==> config.mk <==
export PLATFORM = sky130hd
export DESIGN_NAME = pbqe_div_cell
export DESIGN_NICKNAME = d
export VERILOG_FILES = /design/src/pbqe_pkg.sv /design/src/pbqe_div_cell.sv
export SDC_FILE = /design/constraint.sdc
export NUM_CORES = 1
export LEC_CHECK = 0
export ABC_AREA = 1
export BUFFER_PORTS_ARGS = -buffer_cell sky130_fd_sc_hd__buf_2
export CELL_PAD_IN_SITES_DETAIL_PLACEMENT = 1
export CELL_PAD_IN_SITES_GLOBAL_PLACEMENT = 2
export CORE_AREA = 2 2 179 181
export CTS_BUF_LIST = sky130_fd_sc_hd__clkbuf_16
export DETAILED_ROUTE_END_ITERATION = 10
export DIE_AREA = 0 0 181 183
export HOLD_SLACK_MARGIN = 0.1
export PLACE_DENSITY = 0.7
export REMOVE_ABC_BUFFERS = 1
export SLEW_MARGIN = 20
export SYNTH_ARGS = -nofsm -noshare
export SYNTH_HDL_FRONTEND = slang
export SYNTH_SLANG_ARGS = --single-unit
export TNS_END_PERCENT = 5
==> constraint.sdc <==
create_clock -name clock -period 1.4 [get_ports clock]
set_input_delay 0.14 -clock clock [delete_from_list [all_inputs] [get_ports clock]]
set_output_delay 0.14 -clock clock [all_outputs]
set_load 0.005 [all_outputs]
==> src/pbqe_pkg.sv <==
package pbqe_pkg;

   localparam int TILE_BITS = 16;

   localparam logic [16:0] POLY_A  = 17'd102944;
   localparam logic [15:0] POLY_B  = 16'd42048;
   localparam logic [12:0] POLY_C  = 13'd4640;
   localparam logic [16:0] ONE_Q16 = 17'd65536;

   typedef enum logic [1:0] {
      CSR_TILE_ROWS   = 2'd0,
      CSR_INV_COLUMNS = 2'd1,
      CSR_INV_ROWS    = 2'd2
   } csr_index_type;

   typedef struct packed {
      logic [8:0]  rows;
      logic [8:0]  rem;
      logic [15:0] quo;
      logic [15:0] dvd;
   } div_type;

   typedef struct packed {
      logic [15:0] size_x;
      logic [15:0] size_y;
      logic [15:0] frac;
      logic [1:0]  quad;
      logic [31:0] pos_x;
      logic [31:0] pos_y;
      logic [31:0] pos_z;
      logic [31:0] color;
   } item_type;

   typedef struct packed {
      logic [15:0] col;
      logic [8:0]  row;
      logic [31:0] pos_x;
      logic [31:0] pos_y;
      logic [31:0] pos_z;
      logic [31:0] color;
   } pass_type;

   typedef struct packed {
      logic signed [34:0] pxc;
      logic signed [34:0] pys;
      logic signed [34:0] pxs;
      logic signed [34:0] pyc;
   } prod_type;

endpackage

==> src/pbqe_div_cell.sv <==
module pbqe_div_cell (
   input  logic               clock,
   input  logic               reset,
   input  logic               valid_i,
   input  pbqe_pkg::div_type  div_i,
   input  pbqe_pkg::item_type item_i,
   output logic               valid_o,
   output pbqe_pkg::div_type  div_o,
   output pbqe_pkg::item_type item_o
);

   logic [9:0]         trial;
   logic [9:0]         diff;
   logic               ge;
   logic               valid_ff;
   pbqe_pkg::div_type  div_ff;
   pbqe_pkg::div_type  div_in;
   pbqe_pkg::item_type item_ff;

   always_comb begin
      trial       = {div_i.rem, div_i.dvd[15]};
      ge          = trial >= {1'b0, div_i.rows};
      diff        = trial - {1'b0, div_i.rows};
      div_in.rows = div_i.rows;
      div_in.rem  = ge ? diff[8:0] : trial[8:0];
      div_in.quo  = {div_i.quo[14:0], ge};
      div_in.dvd  = {div_i.dvd[14:0], 1'b0};
   end

   always_ff @(posedge clock) begin
      if (reset) begin
         valid_ff <= 1'b0;
      end else begin
         valid_ff <= valid_i;
      end
   end

   always_ff @(posedge clock) begin
      div_ff  <= div_in;
      item_ff <= item_i;
   end

   assign valid_o = valid_ff;
   assign div_o   = div_ff;
   assign item_o  = item_ff;

endmodule

==> flow_summary.ini <==
[outcome]
outcome = finished, final reports clean

[global_routing]
grt.total_usage_pct = 15.4
grt_overflow = 0
grt_start_max_net_pins = 14
grt_pass1_wl_um = 38500
grt_pass1_vias = 6205
antenna_found_initial = 3

[cells_and_area]
stdcell_area_um2 = 11300
fin_nets = 1337
final_cell_mix = 457 x buf_2, 231 x dlygate4sd3_1, 228 x dfxtp_1
area_delta_synth_final_pct = 116
final_common_cell = buf_2
drive_gt1_share_pct = 46.8

[placement]
dp_hpwl_um = 17700
gp_congestion = 0.763
port_buffers = 457
placed_area_um2 = 8210

[setup_path]
start_kind = input port
critPathSlowestCell = dlygate4sd3_1
cp-end-kind = flop
arrival_ns = 1.68
crit_chain = buf_2 -> inv_1 -> ha_1 -> inv_1 -> fa_1 -> dlygate4sd3_1 -> nand2_1 -> nand2_1
cpPeakStageDelay_ns = 0.56
worst-setup-path-type = input port to flop
crit_fanout = 2
critPathRequiredTime_ns = 1.83

[floorplanning]
pin_count = 460
die_y_um = 183
die_width_um = 181
dieArea_um2 = 33100
core_um2 = 31200
start_util_pct = 16.8
row_count = 65

[timing]
fin_crit_sh_pct = 89.2
clock.fmax_mhz = 800
final_hold_viol_count = 0
slew_violations = 0
whs_ns = 0.182
setup_violations = 0
fin_crit_ns = 1.25
rsz0062_at_grt = no

[synthesis]
yosys.area_share.simple_pct = 6.94
ys_seq_elements = 228
synth_top_family_by_area = simple AND/OR/NAND/NOR gates
yosys.area_share.adder_pct = 2.53
avgSynthCellArea_um2 = 14.7
synthDistinctLibCells = 20
synth_compound_area_share_pct = 0.763
netlist_area_um2 = 5250
synth-xor-area-share_pct = 0.501
synth-seq-area-share_pct = 87.0
yosys_warnings = 0
synthMuxAreaShare_pct = 0
syn-instance-count = 358

[route]
drc = 0
vias_per_cell = 3.56
drt-wirelength-per-cell_um = 17.4
drt_iter0_markers = 95
vias = 5406
drt-total-wl_um = 26500
drt.antenna.violating_nets = 0
first_pass_iters = 4

[power]
power_density_nw_per_um2 = 1330
vdd_drop_max_mv = 0.835
leakage_nw = 5.67

[hold_path]
whs_path_depth = 5
hold_class = input port to flop

[clock_network]
htreeDepth = 1
cts.sinks = 228
cts_tree = built
clk_path_buf_depth = 3
cts_root_buffer = clkbuf_16
cts-resized-gates = 0
clk_pin_slew_worst_paths_ns = 0.06
cts_buffers = 25

[job]
maxCapViolCount = 0
worst max-delay path: cells and delay by family:
kind / cells / cell delay, ns
buf+inv: 4 / 0.82
fa+ha+maj: 2 / 0.61
simple gates: 2 / 0.12
per-layer routing:
| metal | global-route usage [%] | up-vias | part of all wire, % |
|---|---|---|---|
| met5 | 0 | - | 0.049 |
| met4 | 5.07 | 2 | 3.6 |
| met3 | 4.47 | 52 | 7.4 |
| met2 | 29.3 | 267 | 52 |
| met1 | 16.3 | 2496 | 37 |
| li1 | - | 2589 | - |
worst paths after layout:
| check | startpoint | end | slack, ns |
|---|---|---|---|
| setup / recovery | div_i[15] | div_o[33]$_DFF_P_ | 0.15 |
| hold / removal | div_i[35] | div_o[36]$_DFF_P_ | 0.18 |
state kept, by name, summed over array words and instances, names as in the netlist:
register,count
div_o,49
valid_o,1
item_o,178
metrics by stage:
| step | utilization [%] | power (W) | setup TNS, ns | instances | setup WS, ns |
|---|---|---|---|---|---|
| 6_report | 36.2 | 0.0151 | 0 | 1519 | 0.151 |
| 5_1_grt | 36.2 | 0.0158 | 0 | 1518 | 0.0700 |
| 2_1_floorplan | - | 0.00740 | -0.00370 | 356 | -0.00185 |
| 3_3_place_gp | 26.3 | 0.00832 | -1.55 | 1240 | -0.193 |
| 3_5_place_dp | 26.3 | 0.00834 | -1.90 | 1240 | -0.211 |
| 4_1_cts | 36.2 | 0.0153 | 0 | 1516 | 0.171 |
power breakdown:
group	internal, W	switching [W]	total, W
clock network	0.00363	0.00272	0.00634
logic	0.00106	0.000710	0.00177
registers	0.00688	0.000118	0.00700
total	0.0116	0.00354	0.0151
Yosys cell counts, drive strengths merged:
master / instances / area share (%)
buf: 2 / 0.24
xor2: 3 / 0.50
nand4: 2 / 0.24
clkinv: 1 / 0.071
nor3: 1 / 0.19
nor2: 6 / 0.43
nand2: 55 / 4.3
fa: 1 / 0.38
conb: 1 / 0.071
a21oi: 5 / 0.76
ha: 9 / 2.1
nand3b: 1 / 0.14
nand3: 17 / 1.6
dfxtp: 228 / 87
inv: 26 / 1.9
logic make-up (layout without fill, tap and decap cells):
logic type               count (synthesis)  count (layout)
XOR/XNOR                                 3               3
AO/OA/AOI/OAI                            5               5
AND/OR/NAND/NOR                         82              82
other                                    1               4
adder cells (fa/ha/maj)                 10              10
flip-flops                             228             228
buffers and inverters                   29             785
area by class of cell:
class,instances,area (um2)
Fill cell,3569,19900
Timing Repair Buffer,713,4790
Sequential cell,228,4560
Clock buffer,25,626
Multi-Input combinational cell,101,567
Tap cell,402,503
Clock inverter,20,160
Inverter,27,101
Antenna cell,3,7.51
timing repair:
action,CTS,global route
buffers inserted,0,0
endpoints found under the hold margin,228,0
hold buffers,231,0
Note: power is estimated with default switching activity, not from simulation.
