File: config.mk
export PLATFORM = sky130hd
export DESIGN_NAME = pbqe_corner
export DESIGN_NICKNAME = d
export VERILOG_FILES = /design/src/pbqe_pkg.sv /design/src/pbqe_corner.sv
export SDC_FILE = /design/constraint.sdc
export NUM_CORES = 2
export LEC_CHECK = 0
export BUFFER_PORTS_ARGS = -buffer_cell sky130_fd_sc_hd__buf_2
export CELL_PAD_IN_SITES_DETAIL_PLACEMENT = 0
export CELL_PAD_IN_SITES_GLOBAL_PLACEMENT = 1
export CORE_UTILIZATION = 42
export CTS_CLUSTER_SIZE = 30
export DETAILED_ROUTE_END_ITERATION = 10
export PLACE_DENSITY = 0.8
export SYNTH_ARGS = -nofsm -noshare
export SYNTH_HDL_FRONTEND = slang
export SYNTH_SLANG_ARGS = --single-unit
File: constraint.sdc
create_clock -name clock -period 8.2 [get_ports clock]
set_input_delay 1.23 -clock clock [delete_from_list [all_inputs] [get_ports clock]]
set_output_delay 1.23 -clock clock [all_outputs]
set_load 0.03 [all_outputs]
File: src/pbqe_pkg.sv
package pbqe_pkg;

   localparam int TILE_BITS = 16;

   localparam logic [16:0] POLY_A  = 17'd102944;
   localparam logic [15:0] POLY_B  = 16'd42048;
   localparam logic [12:0] POLY_C  = 13'd4640;
   localparam logic [16:0] ONE_Q16 = 17'd65536;

   typedef enum logic [1:0] {
      CSR_TILE_ROWS   = 2'd0,
      CSR_INV_COLUMNS = 2'd1,
      CSR_INV_ROWS    = 2'd2
   } csr_index_type;

   typedef struct packed {
      logic [8:0]  rows;
      logic [8:0]  rem;
      logic [15:0] quo;
      logic [15:0] dvd;
   } div_type;

   typedef struct packed {
      logic [15:0] size_x;
      logic [15:0] size_y;
      logic [15:0] frac;
      logic [1:0]  quad;
      logic [31:0] pos_x;
      logic [31:0] pos_y;
      logic [31:0] pos_z;
      logic [31:0] color;
   } item_type;

   typedef struct packed {
      logic [15:0] col;
      logic [8:0]  row;
      logic [31:0] pos_x;
      logic [31:0] pos_y;
      logic [31:0] pos_z;
      logic [31:0] color;
   } pass_type;

   typedef struct packed {
      logic signed [34:0] pxc;
      logic signed [34:0] pys;
      logic signed [34:0] pxs;
      logic signed [34:0] pyc;
   } prod_type;

endpackage

File: src/pbqe_corner.sv
module pbqe_corner (
   input  logic                clock,
   input  logic                reset,
   input  logic                valid_i,
   input  pbqe_pkg::prod_type  prod_i,
   input  pbqe_pkg::pass_type  pass_i,
   input  logic [16:0]         inv_columns,
   input  logic [16:0]         inv_rows,
   output logic                rsp_valid,
   output logic [1:0]          rsp_corner,
   output logic signed [16:0]  rsp_offset_x,
   output logic signed [16:0]  rsp_offset_y,
   output logic [16:0]         rsp_tex_u,
   output logic [16:0]         rsp_tex_v,
   output logic signed [31:0]  rsp_out_pos_x,
   output logic signed [31:0]  rsp_out_pos_y,
   output logic signed [31:0]  rsp_out_pos_z,
   output logic [31:0]         rsp_out_color,
   output logic                rsp_last
);

   pbqe_pkg::prod_type prod_ff;
   pbqe_pkg::pass_type pass_ff;
   logic               active_ff;
   logic [1:0]         corner_ff;
   logic               valid_ff;
   logic [1:0]         out_corner_ff;
   logic               last_ff;
   logic [16:0]        ox_ff;
   logic [16:0]        oy_ff;
   logic [16:0]        u_ff;
   logic [16:0]        v_ff;
   pbqe_pkg::pass_type out_pass_ff;

   logic signed [36:0] pxc_e, pys_e, pxs_e, pyc_e;
   logic signed [36:0] sum_x, sum_y, tx, ty, shx, shy;
   logic [16:0]        ox_in, oy_in, u_in, v_in;
   logic [16:0]        cu;
   logic [9:0]         rv;
   logic [33:0]        pu;
   logic [26:0]        pv;

   always_comb begin
      pxc_e = {{2{prod_ff.pxc[34]}}, prod_ff.pxc};
      pys_e = {{2{prod_ff.pys[34]}}, prod_ff.pys};
      pxs_e = {{2{prod_ff.pxs[34]}}, prod_ff.pxs};
      pyc_e = {{2{prod_ff.pyc[34]}}, prod_ff.pyc};
      sum_x = (corner_ff[0] ? pxc_e : -pxc_e) + (corner_ff[1] ? pys_e : -pys_e);
      sum_y = (corner_ff[0] ? pxs_e : -pxs_e) + (corner_ff[1] ? -pyc_e : pyc_e);
      tx    = sum_x + 37'sd65536;
      ty    = sum_y + 37'sd65536;
      shx   = tx >>> 17;
      shy   = ty >>> 17;
      if (shx > 37'sd65535) begin
         ox_in = 17'd65535;
      end else if (shx < -37'sd65535) begin
         ox_in = 17'h10001;
      end else begin
         ox_in = shx[16:0];
      end
      if (shy > 37'sd65535) begin
         oy_in = 17'd65535;
      end else if (shy < -37'sd65535) begin
         oy_in = 17'h10001;
      end else begin
         oy_in = shy[16:0];
      end
      cu   = {1'b0, pass_ff.col} + {16'd0, corner_ff[0]};
      rv   = {1'b0, pass_ff.row} + {9'd0, corner_ff[1]};
      pu   = 34'(cu) * 34'(inv_columns);
      pv   = 27'(rv) * 27'(inv_rows);
      u_in = (pu > 34'(pbqe_pkg::ONE_Q16)) ? pbqe_pkg::ONE_Q16 : pu[16:0];
      v_in = (pv > 27'(pbqe_pkg::ONE_Q16)) ? pbqe_pkg::ONE_Q16 : pv[16:0];
   end

   always_ff @(posedge clock) begin
      if (reset) begin
         active_ff <= 1'b0;
         corner_ff <= 2'd0;
         valid_ff  <= 1'b0;
      end else begin
         valid_ff <= active_ff;
         if (active_ff) begin
            corner_ff <= corner_ff + 2'd1;
            if (corner_ff == 2'd3) begin
               active_ff <= 1'b0;
            end
         end
         if (valid_i) begin
            active_ff <= 1'b1;
            corner_ff <= 2'd0;
         end
      end
   end

   always_ff @(posedge clock) begin
      if (valid_i) begin
         prod_ff <= prod_i;
         pass_ff <= pass_i;
      end
      out_corner_ff <= corner_ff;
      last_ff       <= corner_ff == 2'd3;
      ox_ff         <= ox_in;
      oy_ff         <= oy_in;
      u_ff          <= u_in;
      v_ff          <= v_in;
      out_pass_ff   <= pass_ff;
   end

   assign rsp_valid     = valid_ff;
   assign rsp_corner    = out_corner_ff;
   assign rsp_offset_x  = $signed(ox_ff);
   assign rsp_offset_y  = $signed(oy_ff);
   assign rsp_tex_u     = u_ff;
   assign rsp_tex_v     = v_ff;
   assign rsp_out_pos_x = $signed(out_pass_ff.pos_x);
   assign rsp_out_pos_y = $signed(out_pass_ff.pos_y);
   assign rsp_out_pos_z = $signed(out_pass_ff.pos_z);
   assign rsp_out_color = out_pass_ff.color;
   assign rsp_last      = last_ff;

endmodule

==> flow_summary.json <==
{
  "setup_violations": 0,
  "antenna_found_initial": 12,
  "clockBufferDepth": 3,
  "clk-insertion-delay-late_ns": 0.62,
  "syn-num-nets": 4558,
  "num_rows": 108,
  "synth_cells": 3568,
  "htree_levels": 2,
  "r2r_slack_ns": 0.42,
  "layout_common_cells": "buf_2 (528), inv_1 (419), nand2_1 (369)",
  "hold_path_class": "flop to flop",
  "tns_ns": 0,
  "p_int_mw": 8.96,
  "reg2reg_to": "rsp_tex_v[2]",
  "postLayoutCellArea_sq_mm": 0.0429,
  "synth-edff-count": 293,
  "chipWidth_microns": 298,
  "dp_hpwl_microns": 76600,
  "p_per_area_mw_per_mm2": 394,
  "relSlewSlack": 0.250,
  "die_h_microns": 298,
  "root_buffer": "clkbuf_16",
  "cap_violations": 0,
  "layout.cells.most_common": "buf_2",
  "r2r-start": "pass_ff[130]",
  "status": "completed",
  "cts_sinks": 496,
  "fin_crit_ns": 7.78,
  "area_growth_pct": 16.2,
  "grt_first_pass_wirelength_microns": 147000,
  "netlist_top_cells_area": "edfxtp_1 (24%), fa_1 (19%), dfxtp_1 (11%)",
  "num_io_pins": 530,
  "synth.avg_cell_area_sq_um": 10.3,
  "wl_microns": 94700,
  "fin_skew_ns": 0.0230,
  "path_class": "flop to flop",
  "p_leak_nw": 19.5,
  "viasPerCell": 5.17,
  "route.detailed.drc": 0,
  "synth_top_cell_by_area": "edfxtp_1",
  "track_usage": 0.209,
  "seq_area_frac_synth": 0.349,
  "seq_power_share": 0.180,
  "grt_max_degree": 167,
  "grt_pass1_vias": 27400,
  "cp_slowest_cell": "xnor2_1",
  "combPwrFrac": 0.679,
  "holdPathStages": 0,
  "clkPwrFrac": 0.142,
  "r2r_cells": 25,
  "ys_seq_elements": 496,
  "min_to": "rsp_out_pos_x[12]",
  "crit_required_ns": 8.67,
  "synth.distinct_cells": 85,
  "synth_top_area_frac": 0.238,
  "tightestPinTransition_ns": 1.10,
  "initial_core_util": 0.425,
  "coreArea_sq_mm": 0.0869,
  "gp_congestion": 0.873,
  "startpoint_type": "flop",
  "drt-pass1-iter-count": 5,
  "max_stage_delay_ns": 0.65,
  "switching_share": 0.470,
  "hold_buffers": 0,
  "hold_violations": 0,
  "dieArea_sq_mm": 0.0891,
  "worstHoldStart": "pass_ff[108]",
  "yosysWarnings": 0,
  "ys.flop_type": "edfxtp_1",
  "nets": 5080,
  "wire_per_inst_microns": 17.9,
  "cts_tree": "built",
  "port_buffers": 529,
  "netlist_area_sq_mm": 0.0369,
  "layout-drive-gt1-share": 0.174,
  "ir_drop_v": 0.000615,
  "cts_buffers": 50,
  "arrival_ns": 8.25,
  "overflow": 0,
  "worst_setup_path_end_kind": "flop",
  "place_area_sq_mm": 0.0410,
  "synthArstFlopShare": 0,
  "ant_nets": 0,
  "cp_max_fo": 17,
  "drt-initial-drc-count": 1355,
  "max_freq_mhz": 128,
  "fin_crit_sh": 0.949,
  "finalMaxSlewViolations": 0,
  "vias": 27300,
  "clkTransAtPathRegs_ns": 0.06,
  "switchingPower_mw": 7.95
}
==> layout make-up <==
class                   count  area, sq um
fillers                  8052        44000
diodes                      4         10.0
well taps                1155         1450
clock inverters            18          223
multi-input cells        2535        22100
clock buffers              76         1550
flip-flops and latches    496        12900
inverters                 419         1570
repair buffers            588         3130
==> synthesized netlist by cell type, types with 8 or more instances <==
library cell	number
a2111oi_0	11
a211oi_1	16
a21o_1	72
a21oi_1	177
a31oi_1	19
and2_1	231
and3_1	22
clkbuf_1	108
dfxtp_1	203
edfxtp_1	293
fa_1	342
ha_1	318
inv_1	419
nand2_1	369
nand2b_1	19
nand3_1	44
nand4_1	31
nor2_1	144
nor2b_1	13
nor3_1	63
nor3b_1	10
nor4_1	47
nor4b_1	23
o211ai_1	12
o21a_1	20
o21ai_0	114
o21bai_1	12
o22ai_1	8
o31a_1	8
o31ai_1	14
or2_2	9
or3_1	16
or4_1	14
xnor2_1	102
xor2_1	111
==> flip-flops by register name (all words and copies together), names as in the netlist, 2 cells and up <==
name / cells
prod_ff: 140
rsp_offset_y: 17
rsp_out_color: 32
rsp_tex_u: 17
rsp_corner: 2
corner_ff: 2
rsp_out_pos_y: 32
rsp_out_pos_z: 32
pass_ff: 153
rsp_out_pos_x: 32
rsp_tex_v: 17
rsp_offset_x: 17
==> metal layers <==
layer | vias up | share of wire | GRT usage
met5 | - | 0.0013 | 0
met4 | 18 | 0.022 | 0.0526
met3 | 128 | 0.065 | 0.0431
met2 | 711 | 0.50 | 0.367
met1 | 13300 | 0.41 | 0.261
li1 | 13200 | - | -
==> power by group through the flow <==
stage	sequential [mW]	combinational (mW)	clock, mW
floorplan	3.35	8.25	0
global placement	3.08	11.3	0
detailed placement	3.09	11.3	0
CTS	3.04	11.4	2.47
global route	3.06	12.9	2.56
finish	3.04	11.5	2.40
==> critical path: cells and delay by family, from the launching register on <==
family                     cells  cell delay, ns
AOI/OAI and AO/OA              6            1.57
xor gates and xnor gates       1            0.65
adders and majority gates      6            3.01
buffers and inverters          6            0.57
DFF                            1            0.40
and+or+nand+nor                6            1.42
==> metrics by stage <==
step                worst slack, ns  power (mW)  instances  hold WS (ns)   util
floorplan                     0.319        11.6       3568         0.323      -
global placement              0.274        14.4       5186         0.323  0.472
detailed placement           0.0779        14.4       5186         0.327  0.472
CTS                           0.114        16.9       5280         0.333  0.492
global route                -0.0218        18.5       5287         0.334  0.494
finish                        0.415        16.9       5291         0.334  0.494
==> worst max-delay path by stage <==
stage                   start             to  slack (ns)  cells past startpoint
2_1_floorplan    corner_ff[0]  rsp_tex_u[16]        0.32                     26
3_3_place_gp   inv_columns[7]  rsp_tex_u[16]        0.27                     22
3_5_place_dp   inv_columns[4]  rsp_tex_u[16]        0.08                     22
4_1_cts          pass_ff[139]  rsp_tex_u[16]        0.11                     25
5_1_grt          pass_ff[142]  rsp_tex_u[15]       -0.02                     31
6_report         pass_ff[130]   rsp_tex_v[2]        0.42                     25
==> cell families after synthesis <==
family	synth area share
buf+inv	0.0547
simple gates	0.151
flops	0.349
xor+xnor	0.0506
mux	0.00373
fa+ha+maj	0.293
compound gates	0.0979
==> timing repair <==
item / in CTS / in global routing
endpoints found under the setup margin: 0 / 19
buffers inserted: 0 / 7
resized for setup: 0 / 19
No activity file was read; power rests on OpenSTA's default activity.
